### config.mk
export PLATFORM = sky130hd
export DESIGN_NAME = lpm_ctrl
export DESIGN_NICKNAME = d
export VERILOG_FILES = /design/src/sv/lpm_pkg.sv /design/src/sv/lpm_ctrl.sv
export SDC_FILE = /design/constraint.sdc
export NUM_CORES = 1
export LEC_CHECK = 0
export ABC_CLOCK_PERIOD_IN_PS = 4600
export BUFFER_PORTS_ARGS = -buffer_cell sky130_fd_sc_hd__buf_2
export CAP_MARGIN = 20
export CORE_MARGIN = 5
export CORE_UTILIZATION = 40
export DETAILED_ROUTE_END_ITERATION = 8
export PLACE_DENSITY = 0.75
export SYNTH_ARGS = -nofsm -noshare
export SYNTH_HDL_FRONTEND = slang
export SYNTH_SLANG_ARGS = --single-unit
export TNS_END_PERCENT = 30
### constraint.sdc
create_clock -name clock -period 4.6 [get_ports clock]
set_input_delay 0.69 -clock clock [delete_from_list [all_inputs] [get_ports clock]]
set_output_delay 0.69 -clock clock [all_outputs]
set_load 0.05 [all_outputs]
### src/sv/lpm_pkg.sv
package lpm_pkg;

   // Stack geometry.
   localparam int STACK_DEPTH = 1024;
   localparam int ADDR_W      = (STACK_DEPTH > 1) ? $clog2(STACK_DEPTH) : 1;
   localparam int CNT_W       = 11;
   localparam int FREE_RAW_W  = $clog2(STACK_DEPTH + 1);
   localparam int FREE_W      = (FREE_RAW_W > CNT_W) ? FREE_RAW_W : CNT_W;
   localparam int WORD_W      = 64;
   localparam int MODE_W      = 2;

   // Operation codes carried on req_mode.
   localparam logic [MODE_W-1:0] MODE_PUSH   = 2'd0;
   localparam logic [MODE_W-1:0] MODE_POP    = 2'd1;
   localparam logic [MODE_W-1:0] MODE_POP_TO = 2'd2;
   localparam logic [MODE_W-1:0] MODE_CLEAR  = 2'd3;

   // Result bookkeeping handed from the controller to the output stage.
   typedef struct packed {
      logic              valid;
      logic              status;
      logic              fwd;
      logic [FREE_W-1:0] free;
   } rsp_ctl_type;

endpackage

### src/sv/lpm_ctrl.sv
module lpm_ctrl (
   input  logic                                  clock,
   input  logic                                  reset,
   input  logic                                  start,
   output logic                                  busy,
   input  logic [lpm_pkg::MODE_W-1:0]            req_mode,
   input  logic signed [lpm_pkg::WORD_W-1:0]     req_value,
   input  logic [lpm_pkg::WORD_W-1:0]            rd_data_a,
   output logic                                  wr_en,
   output logic [lpm_pkg::ADDR_W-1:0]            wr_addr,
   output logic [lpm_pkg::ADDR_W-1:0]            rd_addr_a,
   output logic [lpm_pkg::ADDR_W-1:0]            rd_addr_b,
   output logic [lpm_pkg::WORD_W-1:0]            hold_value,
   output lpm_pkg::rsp_ctl_type                  rsp_ctl
);

   import lpm_pkg::*;

   localparam logic ST_IDLE = 1'b0;
   localparam logic ST_WALK = 1'b1;

   localparam logic [FREE_W-1:0] FREE_FULL = FREE_W'(STACK_DEPTH);

   logic              state_ff, state_in;
   logic [FREE_W-1:0] free_ff, free_in;
   logic [WORD_W-1:0] value_ff, value_in;
   logic              rsp_valid_ff, rsp_valid_in;
   logic              status_ff, status_in;
   logic              fwd_ff, fwd_in;
   logic              accept;
   logic [FREE_W-1:0] free_inc;
   logic [FREE_W-1:0] free_dec;
   logic [FREE_W-1:0] next_idx;

   assign busy     = (state_ff == ST_WALK);
   assign accept   = start && !busy;
   assign free_inc = free_ff + 1'b1;
   assign free_dec = free_ff - 1'b1;

   // Next-state logic: one transaction per accept, or one entry per cycle
   // while walking down the stack for a pop-to.
   always_comb begin
      state_in     = state_ff;
      free_in      = free_ff;
      value_in     = value_ff;
      rsp_valid_in = 1'b0;
      status_in    = 1'b0;
      fwd_in       = 1'b0;
      wr_en        = 1'b0;
      if (state_ff == ST_WALK) begin
         if (rd_data_a == value_ff) begin
            rsp_valid_in = 1'b1;
            state_in     = ST_IDLE;
         end else begin
            free_in = free_inc;
            if (free_inc == FREE_FULL) begin
               rsp_valid_in = 1'b1;
               state_in     = ST_IDLE;
            end
         end
      end else if (accept) begin
         value_in = req_value;
         case (req_mode)
            MODE_PUSH: begin
               rsp_valid_in = 1'b1;
               if (free_ff == '0) begin
                  status_in = 1'b1;
               end else begin
                  free_in = free_dec;
                  wr_en   = 1'b1;
                  fwd_in  = 1'b1;
               end
            end
            MODE_POP: begin
               rsp_valid_in = 1'b1;
               if (free_ff == FREE_FULL) begin
                  status_in = 1'b1;
               end else begin
                  free_in = free_inc;
               end
            end
            MODE_POP_TO: begin
               if (free_ff == FREE_FULL) begin
                  rsp_valid_in = 1'b1;
               end else begin
                  state_in = ST_WALK;
               end
            end
            default: begin
               rsp_valid_in = 1'b1;
               free_in      = FREE_FULL;
            end
         endcase
      end
   end

   // The memory is always read at the new top and the entry below it.
   assign next_idx  = free_in + 1'b1;
   assign rd_addr_a = free_in[ADDR_W-1:0];
   assign rd_addr_b = next_idx[ADDR_W-1:0];
   assign wr_addr   = free_in[ADDR_W-1:0];

   // Control registers.
   always_ff @(posedge clock) begin
      if (reset) begin
         state_ff     <= ST_IDLE;
         free_ff      <= FREE_FULL;
         rsp_valid_ff <= 1'b0;
         status_ff    <= 1'b0;
         fwd_ff       <= 1'b0;
      end else begin
         state_ff     <= state_in;
         free_ff      <= free_in;
         rsp_valid_ff <= rsp_valid_in;
         status_ff    <= status_in;
         fwd_ff       <= fwd_in;
      end
   end

   // Pushed or searched word; no reset needed.
   always_ff @(posedge clock) begin
      value_ff <= value_in;
   end

   assign hold_value     = value_ff;
   assign rsp_ctl.valid  = rsp_valid_ff;
   assign rsp_ctl.status = status_ff;
   assign rsp_ctl.fwd    = fwd_ff;
   assign rsp_ctl.free   = free_ff;

`ifndef SYNTHESIS
   a_free_bound: assert property (@(posedge clock) disable iff (reset)
      free_ff <= FREE_FULL)
      else $error("free slot count exceeds stack depth");

   a_walk_nonempty: assert property (@(posedge clock) disable iff (reset)
      state_ff == ST_WALK |-> free_ff < FREE_FULL)
      else $error("pop-to walk on an empty stack");

   a_walk_no_rsp: assert property (@(posedge clock) disable iff (reset)
      state_ff == ST_WALK |-> !rsp_valid_ff)
      else $error("result strobe during pop-to walk");

   a_push_dec: assert property (@(posedge clock) disable iff (reset)
      accept && req_mode == MODE_PUSH && free_ff != '0
      |=> free_ff == $past(free_dec) && fwd_ff)
      else $error("push did not take a slot");

   a_simple_rsp: assert property (@(posedge clock) disable iff (reset)
      accept && req_mode != MODE_POP_TO |=> rsp_valid_ff && state_ff == ST_IDLE)
      else $error("missing result after a single-cycle transaction");
`endif

endmodule
==> metrics.cfg, run 1 <==
[pwr]
peakVddDrop_uv = 309.2
powerDensity_mw_per_mm2 = 413.7
p_leak_nw = 2.679

[synth]
synth_top_area_share_pct = 42.41
synth_area_leader_cell = sky130_fd_sc_hd__edfxtp_1
ys_seq_elements = 79
ys_async_sr_fraction_pct = 0
synth_seq_area_share_pct = 49.03
ys_top_cells_by_area = sky130_fd_sc_hd__edfxtp_1, sky130_fd_sc_hd__xnor2_1, sky130_fd_sc_hd__dfxtp_1, sky130_fd_sc_hd__buf_4, sky130_fd_sc_hd__nand4_1
syn_avg_cell_area_um2 = 10.97
synth_edf_count = 64
syn_inst = 413
synthesis.nets = 549
ys.warnings.count = 0
synth_top_flop_cell = sky130_fd_sc_hd__edfxtp_1
netlist_area_mm2 = 0.004532
ys_types = 60

[route]
drc_violations_left = 0
num_vias = 4075
wl_mm = 14.00
drt-pass1-iter-count = 6
final_antenna_net_count = 0
drtIter0Drc = 388
wl_per_cell_um = 17.90
via_per_inst = 5.211

[worst_setup_path]
timing.reg2reg.worst_path_depth = 10
critPathArrivalTime_ns = 3.66
worstPathRequired_ns = 3.91
critical_path_class = primary input to output pin
worst-r2r-setup-slack_ns = 1.67
crit_end_element = output pin
crit-reg2reg-capture = free_ff[8]$_SDFF_PP0_
critical_path_peak_fanout = 11
critical_path.startpoint_type = primary input
crit-reg2reg-launch = free_ff[1]$_SDFF_PP0_

[sta]
tightestPinTransition_ns = 0.8866
slew_violations = 0
clock_skew_ns = 0.009413
achievable-frequency_mhz = 230.0
final_hold_viol_count = 0
hold_ws_ns = 0.5293
finalWorstPathRequiredPeriod_ns = 4.347
fin_crit_sh_pct = 94.50
finalSetupViolations = 0
setup-tns-final_ns = 0
slew-limit-headroom_pct = 39.96
grt_setup_unrepaired = false

[cells_and_area]
multi_input_area_mm2 = 0.002111
most-common-layout-cells = sky130_fd_sc_hd__buf_2, sky130_fd_sc_hd__xnor2_1, sky130_fd_sc_hd__edfxtp_1
fin_cells = 782
area_growth_syn_to_layout_pct = 36.58
leading_cell_type_in_the_layout_fill_and_taps_excluded = sky130_fd_sc_hd__buf_2
fillers = 931
regArea_mm2 = 0.002222
design.final.nets = 771
final_layout_size_suffix_gt1_share_pct = 46.25

[hold_path]
class_of_the_most_critical_hold_timing_path = primary input to flop
min_to = hold_value[4]$_DFFE_PP_
worst_hold_startpoint = req_value[4]
holdPathStages = 1

[grt]
grt_antenna_before_repair = 2
total_congestion_overflow = 0
grt_start_max_net_pins = 65
grt_pass1_vias = 3977
grt_pass1_wl_mm = 20.38
global_route.usage.total_pct = 19.70

[job]
max_cap_violations = 0

[clocking]
clock_tree.buffer_depth = 2
clk_root_buffer_cell = sky130_fd_sc_hd__clkbuf_16
cts-buffers-inserted = 9
cts_htree_levels = 3
clock_tree_sinks = 79
clk_latency_ns = 0.33
clk_pin_slew_worst_paths_ns = 0.07
tritoncts_clock_tree = built

[floorplan]
area_enclosed_by_the_die_boundary_mm2 = 0.01356
floorplan.initialDensity_pct = 41.26
floorplan.die.height_um = 116.4
die_width_um = 116.4
core-area_mm2 = 0.01098
floorplan.rows = 38
pin_count = 243

[placement]
place.detailed.hpwl_mm = 11.32
port_buffers = 242
routabilityCongestion = 0.8973
placed_cells = 764

[outcome]
run_status = finished, final reports clean

==> final cells by class <==
| class | instances | share of cell area, % |
|---|---|---|
| Sequential cell | 79 | 35.90 |
| Multi-Input combinational cell | 281 | 34.10 |
| Timing Repair Buffer | 254 | 21.02 |
| Clock buffer | 9 | 3.639 |
| Tap cell | 140 | 2.830 |
| Clock inverter | 7 | 1.759 |
| Inverter | 10 | 0.6671 |
| Antenna cell | 2 | 0.08086 |
==> state kept, by name, summed over array words and instances (netlist names) <==
signal,cells
rsp_valid_ff,1
fwd_ff,1
free_ff,11
status_ff,1
hold_value,64
busy,1
==> power breakdown <==
group	total [mW]	switching, mW	internal (mW)
clock network	0.786	0.298	0.488
registers	0.895	0.0572	0.838
logic	0.880	0.623	0.257
==> cells in the mapped netlist (all sizes together), types with 4 or more instances <==
master,instances
a211oi,4
a21boi,4
a21oi,15
a31oi,4
and3,6
buf,27
clkbuf,16
dfxtp,15
edfxtp,64
inv,10
mux2i,4
nand2,25
nand2b,4
nand3,11
nand4,20
nor2,21
nor2b,9
nor3,11
nor4,8
o211ai,5
o21ai,13
xnor2,69
xor2,5
==> worst max-delay path: stages <==
cell                      delay, ns
sky130_fd_sc_hd__buf_2         0.11
sky130_fd_sc_hd__xnor2_1       0.17
sky130_fd_sc_hd__nand4_1       0.11
sky130_fd_sc_hd__nor4_1        0.45
sky130_fd_sc_hd__buf_4         0.18
sky130_fd_sc_hd__nand4_1       0.14
sky130_fd_sc_hd__buf_4         0.25
sky130_fd_sc_hd__a41o_2        0.30
sky130_fd_sc_hd__nor2_2        0.24
sky130_fd_sc_hd__nand3_1       0.24
sky130_fd_sc_hd__nor3b_2       0.35
sky130_fd_sc_hd__xor2_4        0.16
sky130_fd_sc_hd__buf_2         0.27
==> metal layers <==
layer | GRT usage, % | part of all wire (%)
met5 | 0 | 0
met2 | 37.41 | 53
met4 | 4.254 | 1.4
met1 | 22.04 | 37
met3 | 5.078 | 8.8
==> how the worst max path moves through the flow <==
stage	from	endpoint	slack, ns	cells past startpoint
after floorplan	start	rd_addr_b[9]	0.05	11
after global placement	rd_data_a[35]	rd_addr_b[9]	0.15	12
after detailed placement	rd_data_a[34]	rd_addr_b[8]	0.08	13
after CTS	hold_value[35]$_DFFE_PP_	rd_addr_b[8]	0.02	12
after global routing	hold_value[63]$_DFFE_PP_	rd_addr_b[8]	0.05	13
final	rd_data_a[63]	rd_addr_b[8]	0.25	13
==> metrics by stage <==
step	setup slack, ns	util [%]	area (um2)	power [mW]
3_3_place_gp	0.1454	53.13	5836	1.775
3_5_place_dp	0.08235	53.13	5836	1.786
4_1_cts	0.01895	56.17	6170	2.581
6_report	0.2529	56.36	6190	2.561
2_1_floorplan	0.05398	-	4619	1.591
5_1_grt	0.04782	56.36	6190	2.672
==> cell families (layout without fill, tap and decap cells) <==
group / count (synthesis) / count (layout) / synth area share (%)
and+or+nand+nor: 129 / 129 / 15.68
DFF: 79 / 79 / 49.03
xor gates and xnor gates: 74 / 74 / 14.30
AOI/OAI and AO/OA: 71 / 71 / 12.73
buffers and inverters: 53 / 280 / 6.543
muxes: 4 / 4 / 0.8835
adders and majority gates: 3 / 3 / 0.8284
other: 0 / 2 / 0
==> what timing repair did <==
| action | in CTS | in global routing |
|---|---|---|
| setup endpoints to repair | 0 | 5 |
| hold buffers | 0 | 0 |
| resized for setup | 0 | 2 |
| buffers inserted | 0 | 0 |
Power figures use the tool's default switching activity.
==> inputs of run 2 (changes only) <==
==> constraint.sdc (replaced) <==
create_clock -name clock -period 4.6 [get_ports clock]
set_input_delay 0.92 -clock clock [delete_from_list [all_inputs] [get_ports clock]]
set_output_delay 0.92 -clock clock [all_outputs]
set_load 0.05 [all_outputs]
==> run 2 against run 1 <==
  * Clock-buffer cell count unchanged
  * Die area unchanged
  * Sequential power fell by 0.7%
  * Register-to-register slack better by 0.02 ns
  * Critical path depth up 1
  * Clock power is 3.9% lower
  * Power grew 0.98%
  * Setup slack worse by 0.041 ns
  * Non-clock buffer count rose by 22
==> metrics.cfg, run 2 (same netlist as run 1, synthesis figures left out) <==
[route]
drt-pass1-iter-count = 5
drtIter0Drc = 295
wl_per_cell_um = 19.17
num_vias = 4253
via_per_inst = 5.264
drc_violations_left = 0
wl_mm = 15.49
final_antenna_net_count = 0

[floorplan]
die_width_um = 116.4
floorplan.die.height_um = 116.4
area_enclosed_by_the_die_boundary_mm2 = 0.01356
floorplan.initialDensity_pct = 41.26
pin_count = 243
floorplan.rows = 38
core-area_mm2 = 0.01098

[outcome]
run_status = finished, final reports clean

[grt]
grt.met3_usage_pct = 5.337
grt_antenna_before_repair = 6
total_congestion_overflow = 0
grt_start_max_net_pins = 66
grt_pass1_wl_mm = 21.96
globalRoute.busiestLayer = met2
global_route.usage.met2_pct = 38.98
grt_pass1_vias = 4182
global_route.usage.total_pct = 21.35
grt_use_met1_pct = 23.50

[cells_and_area]
fillers = 959
area_growth_syn_to_layout_pct = 41.83
design.final.nets = 793
largest_register_ff_count = 64
most-common-layout-cells = sky130_fd_sc_hd__buf_2, sky130_fd_sc_hd__xnor2_1, sky130_fd_sc_hd__edfxtp_1
final_layout_size_suffix_gt1_share_pct = 49.40
utilization_pct = 58.52
leading_cell_type_in_the_layout_fill_and_taps_excluded = sky130_fd_sc_hd__buf_2

[worst_setup_path]
worstPathRequired_ns = 3.68
critPathArrivalTime_ns = 3.47
critical_path_class = primary input to output pin
crit_end_element = output pin
critical_path_peak_fanout = 9
critical_path.startpoint_type = primary input

[placement]
place.detailed.hpwl_mm = 12.41
routabilityCongestion = 0.9427
port_buffers = 242

[clocking]
clk_root_buffer_cell = sky130_fd_sc_hd__clkbuf_16
cts-buffers-inserted = 9
clock_tree_sinks = 79
cts_htree_levels = 3
tritoncts_clock_tree = built
clk_pin_slew_worst_paths_ns = 0.07
clk_latency_ns = 0.34
clock_tree.buffer_depth = 2

[sta]
finalWorstPathRequiredPeriod_ns = 4.388
grt_setup_unrepaired = false
slew-limit-headroom_pct = 46.95
fin_crit_sh_pct = 95.39
clock_skew_ns = 0.01274
final_hold_viol_count = 0
tightestPinTransition_ns = 0.7957
achievable-frequency_mhz = 227.9
slew_violations = 0
hold_ws_ns = 0.7538
finalSetupViolations = 0

[job]
max_cap_violations = 0

[hold_path]
class_of_the_most_critical_hold_timing_path = primary input to flop

[pwr]
power_mw = 2.586
peakVddDrop_uv = 243.4
powerDensity_mw_per_mm2 = 402.3
p_leak_nw = 2.787

==> run 2: cell count changes in the layout (fill, tap and decap cells not counted), moves of 2 or more <==
cell,before,now
sky130_fd_sc_hd__a21boi_2,0,2
sky130_fd_sc_hd__buf_4,12,35
sky130_fd_sc_hd__inv_8,2,0
sky130_fd_sc_hd__nor4_1,6,3
sky130_fd_sc_hd__buf_2,242,239
sky130_fd_sc_hd__diode_2,2,6
sky130_fd_sc_hd__nor4_2,1,4
sky130_fd_sc_hd__nand2b_1,4,2
==> run 2: power by group <==
| group | leakage (nW) | internal (mW) | switching, mW |
|---|---|---|---|
| Clock | 0.158 | 0.477 | 0.278 |
| Combinational | 1.88 | 0.290 | 0.652 |
| Sequential | 0.745 | 0.838 | 0.0509 |
| Total | 2.79 | 1.61 | 0.981 |
==> run 2: what timing repair did <==
| item | 4_1_cts | 5_1_grt |
|---|---|---|
| endpoints found under the hold margin | 0 | 0 |
| setup buffers | 0 | 1 |
| setup endpoints to repair | 4 | 5 |
| hold buffers | 0 | 0 |
| gates resized for setup | 1 | 13 |
| pin swaps | 0 | 4 |
==> run 2: metrics by stage <==
| step | worst slack [ns] | cell area [um2] | std cells | setup TNS, ns |
|---|---|---|---|---|
| final | 0.2120 | 6427 | 808 | 0 |
| after global placement | -0.08504 | 6030 | 785 | -0.2026 |
| after floorplan | -0.3255 | 4686 | 413 | -1.367 |
| after CTS | 0.009308 | 6356 | 801 | 0 |
| after global routing | 0.04196 | 6427 | 808 | 0 |
| after detailed placement | -0.09617 | 6030 | 785 | -0.2262 |
==> run 2: area by class of cell <==
type / instances / area, um2 / share of cell area [%]
Sequential cell: 79 / 2222 / 34.57
Multi-Input combinational cell: 281 / 2176 / 33.85
Timing Repair Buffer: 276 / 1478 / 22.99
Clock buffer: 9 / 225.2 / 3.504
Tap cell: 140 / 175.2 / 2.725
Clock inverter: 7 / 95.09 / 1.479
Inverter: 10 / 41.29 / 0.6424
Antenna cell: 6 / 15.01 / 0.2336
==> run 2: worst max-delay path: stages <==
cell,delay [ns]
sky130_fd_sc_hd__buf_2,0.10
sky130_fd_sc_hd__xnor2_1,0.15
sky130_fd_sc_hd__nand4_1,0.15
sky130_fd_sc_hd__nor4_2,0.38
sky130_fd_sc_hd__nand4_1,0.15
sky130_fd_sc_hd__buf_4,0.21
sky130_fd_sc_hd__mux2i_1,0.15
sky130_fd_sc_hd__a21oi_2,0.19
sky130_fd_sc_hd__buf_4,0.16
sky130_fd_sc_hd__and4_4,0.24
sky130_fd_sc_hd__nor2b_1,0.13
sky130_fd_sc_hd__buf_4,0.14
sky130_fd_sc_hd__xor2_4,0.14
sky130_fd_sc_hd__clkbuf_4,0.24
==> run 2: metal layers <==
metal / share of wire, % / up-vias
met2: 53 / 222
met4: 2.8 / 0
met3: 8.1 / 33
met5: 0 / -
met1: 36 / 2005
li1: - / 1993
==> run 2: final timing paths <==
check                        startpoint                       end  slack [ns]  depth (start not counted)
setup / recovery          rd_data_a[34]              rd_addr_b[7]        0.21                         14
hold / removal            req_value[47]  hold_value[47]$_DFFE_PP_        0.75                          1
setup reg to reg  free_ff[1]$_SDFF_PP0_     free_ff[8]$_SDFF_PP0_        1.69                         10
hold reg to reg   free_ff[3]$_SDFF_PP0_     free_ff[3]$_SDFF_PP0_        0.80                          4
==> inputs of run 3 (changes only) <==
==> constraint.sdc (replaced) <==
create_clock -name clock -period 4.6 [get_ports clock]
set_input_delay 0.46 -clock clock [delete_from_list [all_inputs] [get_ports clock]]
set_output_delay 0.46 -clock clock [all_outputs]
set_load 0.05 [all_outputs]
==> run 3 against run 2 <==
  * Die area unchanged
  * Utilization down 3.6 points
  * Final cell count decreased by 3.7%
  * Sequential cell count is the same
  * First-iteration DRC count increased by 2.0%
  * Clock-buffer cell count unchanged
  * Design area decreased by 6.2%
  * Clock power shrank 3.8%
  * Power is 4.2% lower
  * Combinational power shrank 9.2%
==> metrics.cfg, run 3 (same netlist as run 1, synthesis figures left out) <==
[sta]
finalSetupViolations = 0
tightestPinTransition_ns = 0.8449
final_hold_viol_count = 0
fin_crit_sh_pct = 89.45
timing.final.ws_setup_ns = 0.4855
clock_skew_ns = 0.009311
grt_setup_unrepaired = false
setup-tns-final_ns = 0
slew-limit-headroom_pct = 42.78
finalWorstPathRequiredPeriod_ns = 4.114
slew_violations = 0
achievable-frequency_mhz = 243.0

[floorplan]
floorplan.initialDensity_pct = 41.26
pin_count = 243
floorplan.die.height_um = 116.4
core-area_mm2 = 0.01098
die_width_um = 116.4
area_enclosed_by_the_die_boundary_mm2 = 0.01356
floorplan.rows = 38

[route]
drtIter0Drc = 301
drt-pass1-iter-count = 5
via_per_inst = 5.269
num_vias = 4099
wl_mm = 14.39
wl_met2_mm = 7.347
wl_met3_mm = 1.248
routedLengthMet1_mm = 5.399
final_antenna_net_count = 0
drc_violations_left = 0
wl_per_cell_um = 18.50
topRoutingLayerUsed = met4

[clocking]
clk_latency_ns = 0.33
clock_tree_sinks = 79
post_cts_repair_timing_setup_buffer_count = 0
clock_tree.buffer_depth = 2
cts.hold.buffers_added = 0
clk_pin_slew_worst_paths_ns = 0.07
clk_root_buffer_cell = sky130_fd_sc_hd__clkbuf_16
cts.repair.resized = 0
cts_htree_levels = 3
cts-buffers-inserted = 9
tritoncts_clock_tree = built

[worst_setup_path]
crit-reg2reg-launch = free_ff[6]$_SDFF_PP0_
worst-r2r-setup-slack_ns = 1.62
cpPeakStageDelay_ns = 0.66
crit_cells = 11
worstPathBufferInverterCount = 1
crit-reg2reg-capture = free_ff[8]$_SDFF_PP0_
critPathArrivalTime_ns = 3.65
critical_path.startpoint_type = flop
critical_path_peak_fanout = 16
critical_path_class = flop to output pin
crit_end_element = output pin
crit_path_end = rd_addr_b[8]
timing.critical_path.from = free_ff[6]$_SDFF_PP0_
timing.critical_path.max_delay_family = simple AND/OR/NAND/NOR gates
timing.reg2reg.worst_path_depth = 8
cp_slowest_cell = sky130_fd_sc_hd__or4_4
worstPathRequired_ns = 4.14
cp_cell_sequence = or4_4, a2111oi_4, nor2_1, nand2_1, a211oi_1, a21oi_1, ha_1, nand3_1, nor3b_2, xor2_2, buf_2

[cells_and_area]
leading_cell_type_in_the_layout_fill_and_taps_excluded = sky130_fd_sc_hd__buf_2
final_layout_size_suffix_gt1_share_pct = 44.62
most-common-layout-cells = sky130_fd_sc_hd__buf_2, sky130_fd_sc_hd__xnor2_1, sky130_fd_sc_hd__edfxtp_1
area_growth_syn_to_layout_pct = 33.10
fin_cells = 778
design.final.nets = 763
largest_register_ff_count = 64

[placement]
place_worst_setup_slack_ns = 0.5887
port_buffers = 242
placed_cells = 756
routabilityCongestion = 0.9608
place.detailed.hpwl_mm = 11.62

[grt]
grt_pass1_wl_mm = 21.37
grt_start_max_net_pins = 67
grt_pass1_vias = 4074
global_route.usage.total_pct = 20.61
total_congestion_overflow = 0
grt_antenna_before_repair = 6

[hold_path]
class_of_the_most_critical_hold_timing_path = primary input to flop

[outcome]
run_status = finished, final reports clean

[job]
max_cap_violations = 0

[pwr]
p_leak_nw = 2.581
peakVddDrop_uv = 312.9
powerDensity_mw_per_mm2 = 410.8

## run 3: cell types whose count changed in the layout (fill, tap and decap cells not counted), sizes merged
cell / before / now
buf: 275 / 246
bufinv: 2 / 1
clkinv: 3 / 1
clkbuf: 10 / 9
clkinvlp: 1 / 2
inv: 11 / 13
## run 3: metrics by stage
step | power, mW | hold WS [ns] | cell area [um2] | utilization [%]
6_report | 2.478 | 0.2978 | 6032 | 54.92
3_5_place_dp | 1.764 | 0.6382 | 5708 | 51.97
2_1_floorplan | 1.581 | 0.5316 | 4551 | -
4_1_cts | 2.499 | 0.2867 | 6017 | 54.78
5_1_grt | 2.593 | 0.2734 | 6032 | 54.92
3_3_place_gp | 1.753 | 0.6371 | 5708 | 51.97
## run 3: layout make-up
type | instances | area, um2
Antenna cell | 6 | 15.01
Clock buffer | 9 | 225.2
Clock inverter | 7 | 83.83
Fill cell | 965 | 4951
Inverter | 10 | 41.29
Multi-Input combinational cell | 281 | 2028
Sequential cell | 79 | 2222
Tap cell | 140 | 175.2
Timing Repair Buffer | 246 | 1241
## run 3: worst reg2reg max path: cells and delay by family, from the launching register on
family | cells | cell delay (ns)
AO/OA/AOI/OAI | 4 | 1.28
buffers and inverters | 1 | 0.14
flip-flops | 1 | 0.47
AND/OR/NAND/NOR | 3 | 0.98
## run 3: metal layers
metal | up-vias | global-route usage (%)
met1 | 1900 | 24.14
li1 | 1935 | -
met5 | - | 0
met3 | 32 | 4.715
met2 | 232 | 36.12
met4 | 0 | 8.894
## run 3: where the power goes
| part | internal, mW | switching, mW |
|---|---|---|
| Sequential | 0.838 | 0.0585 |
| Clock | 0.430 | 0.296 |
| Combinational | 0.242 | 0.613 |
## run 3: worst min path at each step
stage	startpoint	end	slack (ns)	depth (start not counted)
finish	req_value[42]	hold_value[42]$_DFFE_PP_	0.30	1
global route	req_value[53]	hold_value[53]$_DFFE_PP_	0.27	1
CTS	req_value[30]	hold_value[30]$_DFFE_PP_	0.29	1
detailed placement	req_value[0]	hold_value[0]$_DFFE_PP_	0.64	1
global placement	req_value[43]	hold_value[43]$_DFFE_PP_	0.64	1
floorplan	reset	free_ff[1]$_SDFF_PP0_	0.53	1
